File: src/sv/pfx_pkg.sv
// ----------------------------------------------------------------------------
// pfx_pkg
// Shared constants, types and helpers of the postfix expression evaluator.
// ----------------------------------------------------------------------------
package pfx_pkg;

  localparam int STACK_DEPTH = 16;
  localparam int VALUE_WIDTH = 32;

  localparam int PTR_W  = (STACK_DEPTH > 1) ? $clog2(STACK_DEPTH) : 1;
  localparam int CNT_W  = $clog2(STACK_DEPTH + 1);
  localparam int STEP_W = $clog2(VALUE_WIDTH);

  typedef logic [VALUE_WIDTH-1:0] value_t;
  typedef logic [CNT_W-1:0]       count_t;
  typedef logic [PTR_W-1:0]       ptr_t;
  typedef logic [1:0]             status_t;

  localparam status_t ST_OK        = 2'd0;
  localparam status_t ST_MALFORMED = 2'd1;
  localparam status_t ST_DIV_ZERO  = 2'd2;
  localparam status_t ST_OVERFLOW  = 2'd3;

  localparam logic [7:0] CHAR_ZERO  = 8'd48;
  localparam logic [7:0] CHAR_NINE  = 8'd57;
  localparam logic [7:0] CHAR_PLUS  = 8'h2B;
  localparam logic [7:0] CHAR_MINUS = 8'h2D;
  localparam logic [7:0] CHAR_STAR  = 8'h2A;
  localparam logic [7:0] CHAR_SLASH = 8'h2F;

  typedef enum logic [1:0] {
    ALU_ADD = 2'd0,
    ALU_SUB = 2'd1,
    ALU_MUL = 2'd2,
    ALU_DIV = 2'd3
  } alu_op_t;

  typedef struct packed {
    logic    start;
    alu_op_t op;
    value_t  lhs;
    value_t  rhs;
  } alu_req_t;

  typedef struct packed {
    logic   done;
    value_t result;
  } alu_rsp_t;

  function automatic logic is_digit(input logic [7:0] c);
    return (c >= CHAR_ZERO) && (c <= CHAR_NINE);
  endfunction

  function automatic logic is_operator(input logic [7:0] c);
    return (c == CHAR_PLUS) || (c == CHAR_MINUS) || (c == CHAR_STAR) || (c == CHAR_SLASH);
  endfunction

  function automatic alu_op_t char_to_op(input logic [7:0] c);
    alu_op_t op;
    case (c)
      CHAR_PLUS:  op = ALU_ADD;
      CHAR_MINUS: op = ALU_SUB;
      CHAR_STAR:  op = ALU_MUL;
      default:    op = ALU_DIV;
    endcase
    return op;
  endfunction

endpackage

File: src/sv/pfx_if.sv
// ----------------------------------------------------------------------------
// pfx_if
// Valid/ready channels of the evaluator: character words in, result words out.
// ----------------------------------------------------------------------------
interface pfx_in_if;
  logic       valid;
  logic       ready;
  logic [7:0] char_code;
  logic       end_of_expr;

  modport source (output valid, output char_code, output end_of_expr, input ready);
  modport sink   (input valid, input char_code, input end_of_expr, output ready);
endinterface

interface pfx_out_if;
  logic               valid;
  logic               ready;
  logic signed [31:0] value;
  logic [1:0]         status;

  modport source (output valid, output value, output status, input ready);
  modport sink   (input valid, input value, input status, output ready);
endinterface

File: src/sv/pfx_ram.sv
// ----------------------------------------------------------------------------
// pfx_ram
// Generic single-write, single-read RAM with registered read data.
// ----------------------------------------------------------------------------
module pfx_ram #(
  parameter int WIDTH = 32,
  parameter int DEPTH = 16
) (
  input  logic                                        clk,
  input  logic                                        we,
  input  logic [((DEPTH > 1) ? $clog2(DEPTH) : 1)-1:0] waddr,
  input  logic [WIDTH-1:0]                            wdata,
  input  logic [((DEPTH > 1) ? $clog2(DEPTH) : 1)-1:0] raddr,
  output logic [WIDTH-1:0]                            rdata
);

  logic [WIDTH-1:0] mem [DEPTH];

  always_ff @(posedge clk) begin
    if (we) begin
      mem[waddr] <= wdata;
    end
    rdata <= mem[raddr];
  end

endmodule

File: src/sv/pfx_alu.sv
// ----------------------------------------------------------------------------
// pfx_alu
// Iterative arithmetic unit: one shared adder serves add, subtract,
// shift-add multiply and restoring signed division.
// ----------------------------------------------------------------------------
module pfx_alu
  import pfx_pkg::*;
(
  input  logic     clk,
  input  logic     rst_n,
  input  alu_req_t req,
  output alu_rsp_t rsp
);

  localparam int VW = VALUE_WIDTH;

  logic              busy_r, busy_nxt;
  logic              done_r, done_nxt;
  alu_op_t           op_r, op_nxt;
  value_t            acc_r, acc_nxt;   // sum, product or remainder
  value_t            opb_r, opb_nxt;   // addend, multiplicand or divisor
  value_t            q_r, q_nxt;       // multiplier or dividend/quotient
  logic              neg_r, neg_nxt;
  logic [STEP_W-1:0] cnt_r, cnt_nxt;
  value_t            res_r, res_nxt;

  logic [VW+1:0] opa_x, opb_x, sum_x;
  logic          sub;
  logic          div_ok;
  value_t        div_rem, div_quo;
  value_t        mag_l, mag_r;

  // Shared adder
  always_comb begin
    opa_x = {2'b00, acc_r};
    opb_x = {2'b00, opb_r};
    sub   = 1'b0;
    case (op_r)
      ALU_ADD: sub = 1'b0;
      ALU_SUB: sub = 1'b1;
      ALU_MUL: opb_x = q_r[0] ? {2'b00, opb_r} : '0;
      ALU_DIV: begin
        opa_x = {1'b0, acc_r, q_r[VW-1]};
        sub   = 1'b1;
      end
      default: sub = 1'b0;
    endcase
    sum_x   = opa_x + (opb_x ^ {(VW+2){sub}}) + (VW+2)'(sub);
    div_ok  = ~sum_x[VW+1];
    div_rem = div_ok ? sum_x[VW-1:0] : {acc_r[VW-2:0], q_r[VW-1]};
    div_quo = {q_r[VW-2:0], div_ok};
  end

  always_comb begin
    mag_l = req.lhs[VW-1] ? (value_t'(0) - req.lhs) : req.lhs;
    mag_r = req.rhs[VW-1] ? (value_t'(0) - req.rhs) : req.rhs;

    busy_nxt = busy_r;
    done_nxt = 1'b0;
    op_nxt   = op_r;
    acc_nxt  = acc_r;
    opb_nxt  = opb_r;
    q_nxt    = q_r;
    neg_nxt  = neg_r;
    cnt_nxt  = cnt_r;
    res_nxt  = res_r;

    if (req.start) begin
      busy_nxt = 1'b1;
      op_nxt   = req.op;
      neg_nxt  = req.lhs[VW-1] ^ req.rhs[VW-1];
      case (req.op) inside
        ALU_ADD, ALU_SUB: begin
          acc_nxt = req.lhs;
          opb_nxt = req.rhs;
          cnt_nxt = '0;
        end
        ALU_MUL: begin
          acc_nxt = '0;
          opb_nxt = req.lhs;
          q_nxt   = req.rhs;
          cnt_nxt = STEP_W'(VW - 1);
        end
        default: begin
          acc_nxt = '0;
          opb_nxt = mag_r;
          q_nxt   = mag_l;
          cnt_nxt = STEP_W'(VW - 1);
        end
      endcase
    end else if (busy_r) begin
      cnt_nxt = cnt_r - 1'b1;
      case (op_r)
        ALU_MUL: begin
          acc_nxt = sum_x[VW-1:0];
          opb_nxt = opb_r << 1;
          q_nxt   = q_r >> 1;
        end
        ALU_DIV: begin
          acc_nxt = div_rem;
          q_nxt   = div_quo;
        end
        default: acc_nxt = sum_x[VW-1:0];
      endcase
      if (cnt_r == '0) begin
        busy_nxt = 1'b0;
        done_nxt = 1'b1;
        if (op_r == ALU_DIV) begin
          res_nxt = neg_r ? (value_t'(0) - div_quo) : div_quo;
        end else begin
          res_nxt = sum_x[VW-1:0];
        end
      end
    end
  end

  always_ff @(posedge clk) begin
    if (!rst_n) begin
      busy_r <= 1'b0;
      done_r <= 1'b0;
    end else begin
      busy_r <= busy_nxt;
      done_r <= done_nxt;
    end
    op_r  <= op_nxt;
    acc_r <= acc_nxt;
    opb_r <= opb_nxt;
    q_r   <= q_nxt;
    neg_r <= neg_nxt;
    cnt_r <= cnt_nxt;
    res_r <= res_nxt;
  end

  assign rsp.done   = done_r;
  assign rsp.result = res_r;

endmodule

File: src/sv/postfix_expression_evaluator_core.sv
// ----------------------------------------------------------------------------
// postfix_expression_evaluator_core
// Postfix (RPN) evaluator: one character word per handshake, value stack in RAM.
// ----------------------------------------------------------------------------
// Steps: a digit or an ignored word is taken in S_IDLE; other non-operators pass S_FLUSH,
//   operators also S_OP, S_RHS, S_LHS and S_EXEC, which waits on the bit-per-cycle ALU loop.
// The word marked last then goes on through S_END, S_READ0 and S_EMIT to the result,
//   plus any wait for the output register; an error ends an operator early.
// Throughput: one character at a time; the input is not ready while busy.
// Reset: synchronous, active low; clears the stack count, operand, error status and output valid.
// ----------------------------------------------------------------------------
module postfix_expression_evaluator_core
  import pfx_pkg::*;
(
  input  logic         clk,
  input  logic         rst_n,
  pfx_in_if.sink       in_ch,
  pfx_out_if.source    out_ch
);

  // One-hot sequencer states
  typedef enum logic [8:0] {
    S_IDLE  = 9'b000000001,  // wait for a character word
    S_FLUSH = 9'b000000010,  // push the pending operand
    S_OP    = 9'b000000100,  // check depth, read right operand
    S_RHS   = 9'b000001000,  // capture right operand, read left
    S_LHS   = 9'b000010000,  // check divisor, start ALU
    S_EXEC  = 9'b000100000,  // wait for ALU, push result
    S_END   = 9'b001000000,  // finish the character; judge at end of expression
    S_READ0 = 9'b010000000,  // read the stack bottom
    S_EMIT  = 9'b100000000   // load the result word
  } state_t;

  state_t      state_r, state_nxt;
  logic [7:0]  char_r, char_nxt;
  logic        last_r, last_nxt;
  count_t      count_r, count_nxt;
  value_t      accum_r, accum_nxt;
  logic        pending_r, pending_nxt;
  status_t     err_r, err_nxt;
  status_t     status_r, status_nxt;
  value_t      rhs_r, rhs_nxt;

  logic        out_valid_r, out_valid_nxt;
  logic [31:0] out_value_r, out_value_nxt;
  status_t     out_status_r, out_status_nxt;

  // Stack RAM
  logic   ram_we;
  ptr_t   ram_waddr;
  value_t ram_wdata;
  ptr_t   ram_raddr;
  value_t ram_rdata;

  alu_req_t alu_req;
  alu_rsp_t alu_rsp;

  logic       in_acc;
  logic       flush_ovf;
  logic       flush_wr;
  logic [7:0] digit;
  status_t    fin_err;
  count_t     fin_count;

  pfx_ram #(
    .WIDTH (VALUE_WIDTH),
    .DEPTH (STACK_DEPTH)
  ) u_stack (
    .clk   (clk),
    .we    (ram_we),
    .waddr (ram_waddr),
    .wdata (ram_wdata),
    .raddr (ram_raddr),
    .rdata (ram_rdata)
  );

  pfx_alu u_alu (
    .clk   (clk),
    .rst_n (rst_n),
    .req   (alu_req),
    .rsp   (alu_rsp)
  );

  assign in_ch.ready = (state_r == S_IDLE);
  assign in_acc      = in_ch.valid && in_ch.ready;
  assign digit       = in_ch.char_code - CHAR_ZERO;

  // A pending operand either lands on the stack or overflows it
  assign flush_ovf = pending_r && (count_r >= count_t'(STACK_DEPTH));
  assign flush_wr  = pending_r && !flush_ovf;

  always_comb begin
    state_nxt      = state_r;
    char_nxt       = char_r;
    last_nxt       = last_r;
    count_nxt      = count_r;
    accum_nxt      = accum_r;
    pending_nxt    = pending_r;
    err_nxt        = err_r;
    status_nxt     = status_r;
    rhs_nxt        = rhs_r;
    out_valid_nxt  = out_valid_r;
    out_value_nxt  = out_value_r;
    out_status_nxt = out_status_r;
    fin_err        = err_r;
    fin_count      = count_r;

    ram_we    = 1'b0;
    ram_waddr = count_r[PTR_W-1:0];
    ram_wdata = accum_r;
    ram_raddr = '0;

    alu_req.start = 1'b0;
    alu_req.op    = char_to_op(char_r);
    alu_req.lhs   = ram_rdata;
    alu_req.rhs   = rhs_r;

    // Drop the result word once the sink takes it
    if (out_valid_r && out_ch.ready) begin
      out_valid_nxt = 1'b0;
    end

    unique case (state_r)
      S_IDLE: begin
        if (in_acc) begin
          char_nxt = in_ch.char_code;
          last_nxt = in_ch.end_of_expr;
          if (err_r != ST_OK) begin
            // Sticky error: ignore the word, only the end matters
            state_nxt = in_ch.end_of_expr ? S_END : S_IDLE;
          end else if (is_digit(in_ch.char_code)) begin
            accum_nxt   = (accum_r << 3) + (accum_r << 1) + value_t'(digit);
            pending_nxt = 1'b1;
            state_nxt   = in_ch.end_of_expr ? S_END : S_IDLE;
          end else begin
            state_nxt = S_FLUSH;
          end
        end
      end

      S_FLUSH: begin
        ram_we      = flush_wr;
        pending_nxt = 1'b0;
        accum_nxt   = '0;
        if (flush_wr) begin
          count_nxt = count_r + 1'b1;
        end
        if (flush_ovf) begin
          err_nxt   = ST_OVERFLOW;
          state_nxt = S_END;
        end else if (is_operator(char_r)) begin
          state_nxt = S_OP;
        end else begin
          state_nxt = S_END;
        end
      end

      S_OP: begin
        if (count_r < count_t'(2)) begin
          err_nxt   = ST_MALFORMED;
          state_nxt = S_END;
        end else begin
          ram_raddr = ptr_t'(count_r - 1'b1);
          state_nxt = S_RHS;
        end
      end

      S_RHS: begin
        rhs_nxt   = ram_rdata;
        ram_raddr = ptr_t'(count_r - count_t'(2));
        state_nxt = S_LHS;
      end

      S_LHS: begin
        if ((alu_req.op == ALU_DIV) && (rhs_r == '0)) begin
          err_nxt   = ST_DIV_ZERO;
          state_nxt = S_END;
        end else begin
          // Pop both operands; the left one comes straight from the RAM
          alu_req.start = 1'b1;
          count_nxt     = count_r - count_t'(2);
          state_nxt     = S_EXEC;
        end
      end

      S_EXEC: begin
        if (alu_rsp.done) begin
          ram_we    = 1'b1;
          ram_wdata = alu_rsp.result;
          count_nxt = count_r + 1'b1;
          state_nxt = S_END;
        end
      end

      S_END: begin
        if (!last_r) begin
          state_nxt = S_IDLE;
        end else begin
          // Push a trailing operand, then judge the final depth
          if (err_r == ST_OK) begin
            ram_we      = flush_wr;
            pending_nxt = 1'b0;
            accum_nxt   = '0;
            if (flush_ovf) begin
              fin_err = ST_OVERFLOW;
            end
            if (flush_wr) begin
              fin_count = count_r + 1'b1;
            end
          end
          count_nxt = fin_count;
          err_nxt   = fin_err;
          if (fin_err != ST_OK) begin
            status_nxt = fin_err;
          end else if (fin_count != count_t'(1)) begin
            status_nxt = ST_MALFORMED;
          end else begin
            status_nxt = ST_OK;
          end
          state_nxt = S_READ0;
        end
      end

      S_READ0: begin
        state_nxt = S_EMIT;
      end

      S_EMIT: begin
        // Hold until the output register is free, then clear for the next expression
        if (!out_valid_r || out_ch.ready) begin
          out_valid_nxt  = 1'b1;
          out_value_nxt  = (status_r == ST_OK) ? 32'(ram_rdata) : 32'd0;
          out_status_nxt = status_r;
          count_nxt      = '0;
          accum_nxt      = '0;
          pending_nxt    = 1'b0;
          err_nxt        = ST_OK;
          state_nxt      = S_IDLE;
        end
      end

      default: state_nxt = S_IDLE;
    endcase
  end

  always_ff @(posedge clk) begin
    if (!rst_n) begin
      state_r     <= S_IDLE;
      count_r     <= '0;
      accum_r     <= '0;
      pending_r   <= 1'b0;
      err_r       <= ST_OK;
      out_valid_r <= 1'b0;
    end else begin
      state_r     <= state_nxt;
      count_r     <= count_nxt;
      accum_r     <= accum_nxt;
      pending_r   <= pending_nxt;
      err_r       <= err_nxt;
      out_valid_r <= out_valid_nxt;
    end
    char_r       <= char_nxt;
    last_r       <= last_nxt;
    status_r     <= status_nxt;
    rhs_r        <= rhs_nxt;
    out_value_r  <= out_value_nxt;
    out_status_r <= out_status_nxt;
  end

  assign out_ch.valid  = out_valid_r;
  assign out_ch.value  = $signed(out_value_r);
  assign out_ch.status = out_status_r;

endmodule

File: src/flat_wrapper.sv
// flat-port wrapper written by rule: the top's interface ports become plain ports
module postfix_expression_evaluator_core_flat import pfx_pkg::*;
  (clk, rst_n, in_ch_valid, in_ch_char_code, in_ch_end_of_expr, in_ch_ready, out_ch_valid, out_ch_value, out_ch_status, out_ch_ready);
  pfx_in_if in_ch_i ();
  pfx_out_if out_ch_i ();
  input  logic clk;
  input  logic rst_n;
  input wire logic [$bits(in_ch_i.valid)-1:0] in_ch_valid;
  input wire logic [$bits(in_ch_i.char_code)-1:0] in_ch_char_code;
  input wire logic [$bits(in_ch_i.end_of_expr)-1:0] in_ch_end_of_expr;
  output wire logic [$bits(in_ch_i.ready)-1:0] in_ch_ready;
  output wire logic [$bits(out_ch_i.valid)-1:0] out_ch_valid;
  output wire logic [$bits(out_ch_i.value)-1:0] out_ch_value;
  output wire logic [$bits(out_ch_i.status)-1:0] out_ch_status;
  input wire logic [$bits(out_ch_i.ready)-1:0] out_ch_ready;
  assign in_ch_i.valid = in_ch_valid;
  assign in_ch_i.char_code = in_ch_char_code;
  assign in_ch_i.end_of_expr = in_ch_end_of_expr;
  assign in_ch_ready = in_ch_i.ready;
  assign out_ch_valid = out_ch_i.valid;
  assign out_ch_value = out_ch_i.value;
  assign out_ch_status = out_ch_i.status;
  assign out_ch_i.ready = out_ch_ready;
  postfix_expression_evaluator_core u_core (.clk(clk), .rst_n(rst_n), .in_ch(in_ch_i), .out_ch(out_ch_i));
endmodule
File: config.mk
export PLATFORM = sky130hd
export DESIGN_NAME = postfix_expression_evaluator_core_flat
export DESIGN_NICKNAME = d
export VERILOG_FILES = /design/src/sv/pfx_pkg.sv /design/src/sv/pfx_if.sv /design/src/sv/pfx_ram.sv /design/src/sv/pfx_alu.sv /design/src/sv/postfix_expression_evaluator_core.sv /design/src/flat_wrapper.sv
export SDC_FILE = /design/constraint.sdc
export NUM_CORES = 2
export LEC_CHECK = 0
export BUFFER_PORTS_ARGS = -buffer_cell sky130_fd_sc_hd__buf_4
export CAP_MARGIN = 20
export CORE_MARGIN = 2
export CORE_UTILIZATION = 30
export DETAILED_ROUTE_END_ITERATION = 16
export HOLD_SLACK_MARGIN = 0.03
export MAX_ROUTING_LAYER = met4
export PLACE_DENSITY = 0.51
export RECOVER_POWER = 100
export SYNTH_ARGS = -nofsm -noshare
export SYNTH_HDL_FRONTEND = slang
export SYNTH_SLANG_ARGS = --single-unit
export TNS_END_PERCENT = 5
File: constraint.sdc
create_clock -name clk -period 6.75 [get_ports clk]
set_clock_uncertainty 0.15 [all_clocks]
set_input_delay 1.35 -clock clk [delete_from_list [all_inputs] [get_ports clk]]
set_output_delay 1.35 -clock clk [all_outputs]
set_load 0.03 [all_outputs]
==> results.yml <==
outcome:
  outcome: "finished, violations left"
  violations: "capacitance limit, slew limit"
global_route:
  antenna_found_initial: 6
  grt_use_total: 0.184
  grt_max_degree: 79
  grt_pass1_wl_mm: 180
  grt-ovfl-total: 0
  grt_pass1_vias: 26100
detailed_routing:
  vias_per_cell: 5.27
  drt_iter0_markers: 2428
  postRouteAntennaNets: 0
  drt_drc_violations_left: 0
  wirelength_mm: 124
  vias: 26800
  post_drt_wl_per_cell_um: 24.3
  first_pass_iters: 8
flow_run:
  cap_violations: 19
synthesis:
  synth_top_cell_area_share: 0.549
  synth_area_leaders: "edfxtp_1 (55%), mux2i_1 (6.5%), dfxtp_1 (4.2%)"
  async_flop_share: 0
  synth_top_area_cell: "edfxtp_1"
  yosysUniqueCellTypes: 86
  ys_seq_area_frac: 0.591
  syn_nets: 3343
  yosys_warnings: 0
  syn_area_mm2: 0.0397
  ys_seq_elements: 809
  synth_flop_cell: "edfxtp_1"
  synth_edf_count: 725
  synth.avg_cell_area_um2: 12.3
  synth_cells: 3225
die:
  initial_utilization: 0.302
  rows: 133
  die_area_mm2: 0.135
  core_mm2: 0.131
  die_width_um: 368
  num_io_pins: 49
  die_y_um: 368
hold_path:
  holdCritPathClass: "flip-flop to flip-flop"
layout:
  fill_cells: 12900
  drive_gt1_frac: 0.0867
  layout_common_cells: "edfxtp_1 (725), nand2_1 (292), mux2i_1 (258)"
  nets: 3382
  layout_commonest_cell: "edfxtp_1"
  syn_to_final_growth_pct: 12.7
  fin_cells: 5090
sta:
  setup_violations: 0
  min_period_ns: 6.10
  rsz0062_at_grt: "false"
  worst_slew_pin_slew_ns: 2.55
  fmax_ghz: 0.164
  period_share: 0.904
  slew_viol_final: 520
  max_slew_margin: -0.699
  final_hold_viol_count: 0
  fin_tns_setup_ns: 0
placed_design:
  port_buffers: 48
  place_congestion: 0.925
  dp_cells: 4927
  dp_hpwl_mm: 83.1
critical_path:
  cp.required_ns: 7.00
  worstPathArrival_ns: 6.35
  startpoint_type: "flip-flop"
  path_max_fanout: 12
  endpoint_kind: "flip-flop"
  worstSetupPathType: "flip-flop to flip-flop"
clocking:
  cts_sinks: 809
  cts_buffer_depth: 3
  clk_pin_slew_ns: 0.06
  post_cts_buffers: 0
  root_buffer: "clkbuf_16"
  cts_hold_buf: 0
  insertion_delay_ns: 0.67
  cts_tree: "done"
  cts_inserted_buffers: 89
  htree_levels: 3
  cts_resized: 0
power:
  p_leak_nw: 16.7
  ir_drop_mv: 0.237
  power_density_mw_per_mm2: 229
## cells in the mapped netlist, drive strengths merged, types with 11 or more instances
cell type	count
mux2i	258
a221oi	67
nand3	43
o21ai	240
or3	29
a22oi	18
a21oi	160
nand2b	22
nor2b	16
nor3	44
a21o	64
and2	38
inv	56
o31ai	26
xnor2	75
or4	13
a31oi	29
buf	58
edfxtp	725
o221ai	35
or2	11
a211oi	39
clkbuf	114
mux2	94
xor2	82
nand2	293
nand4	16
ha	98
o41ai	15
dfxtp	84
o22ai	23
o21a	15
nor2	205
nor4	12
o211ai	13
## sequential cells by signal, indices dropped and copies added (netlist names), 5 cells and up
| name | cells |
|---|---|
| u_core.u_alu.q_r | 32 |
| u_core.u_stack.rdata | 32 |
| u_core.char_r | 8 |
| u_core.state_r | 9 |
| u_core.out_ch.value | 32 |
| u_core.u_alu.acc_r | 32 |
| u_core.rhs_r | 32 |
| u_core.count_r | 5 |
| u_core.u_stack.mem | 512 |
| u_core.accum_r | 32 |
| u_core.u_alu.opb_r | 32 |
| u_core.u_alu.cnt_r | 5 |
| u_core.u_alu.res_r | 32 |
## routing by layer
metal,part of all wire,global-route usage
met1,0.46,0.255
met2,0.47,0.292
met3,0.055,0.0184
met4,0.018,0.0407
met5,0,-
## final timing paths
check | start | to | slack, ns | depth (start not counted)
max | u_core.state_r[8]$_SDFFE_PN0P_ | u_core.u_stack.rdata[14]$_DFF_P_ | 0.65 | 10
max reg2reg | u_core.state_r[8]$_SDFFE_PN0P_ | u_core.u_stack.rdata[14]$_DFF_P_ | 0.65 | 10
min reg2reg | u_core.accum_r[31]$_SDFFE_PN0P_ | u_core.accum_r[31]$_SDFFE_PN0P_ | 0.31 | 2
min | u_core.accum_r[31]$_SDFFE_PN0P_ | u_core.accum_r[31]$_SDFFE_PN0P_ | 0.31 | 2
## worst max-delay path: stages (launching register included)
cell      delay, ns
dfxtp_1        0.37
nor3_1         0.72
nand3_2        0.37
nor2_1         0.77
o21ai_1        0.23
a221oi_1       2.02
buf_4          0.48
a221oi_1       0.08
o21ai_0        0.17
a21o_1         0.15
o221ai_1       0.34
## power breakdown
part / total, mW / internal (mW) / switching [mW]
logic: 0.0737 / 0.0215 / 0.0523
clock network: 4.80 / 2.72 / 2.08
registers: 5.39 / 5.38 / 0.00606
## area by class of cell
type	count	area (um^2)	share of cell area
well taps	1755	2200	0.0491
repair buffers	120	641	0.0143
diodes	1	2.50	0.0000560
clock inverters	44	444	0.00994
clock buffers	117	2400	0.0538
multi-input cells	2187	15300	0.343
inverters	57	214	0.00479
flip-flops and latches	809	23500	0.525
## kinds of logic after synthesis
kind of cell,count (synthesis),synth area share
buffers and inverters,229,0.0238
AND/OR/NAND/NOR,772,0.0921
flip-flops,809,0.591
adder cells (fa/ha/maj),105,0.0344
multiplexers,352,0.0918
XOR/XNOR,157,0.0347
AO/OA/AOI/OAI,801,0.132
## stage by stage
step | utilization | power (mW) | hold slack, ns | cell area, um^2 | setup WS [ns]
floorplan | - | 5.54 | 0.256 | 39700 | 1.60
global placement | 0.323 | 5.57 | 0.287 | 42400 | 1.22
detailed placement | 0.323 | 5.57 | 0.289 | 42400 | 1.21
CTS | 0.344 | 10.4 | 0.298 | 45200 | 1.18
global route | 0.340 | 10.6 | 0.358 | 44700 | 0.399
finish | 0.340 | 10.3 | 0.310 | 44700 | 0.650
(Power assumes the default switching activity.)
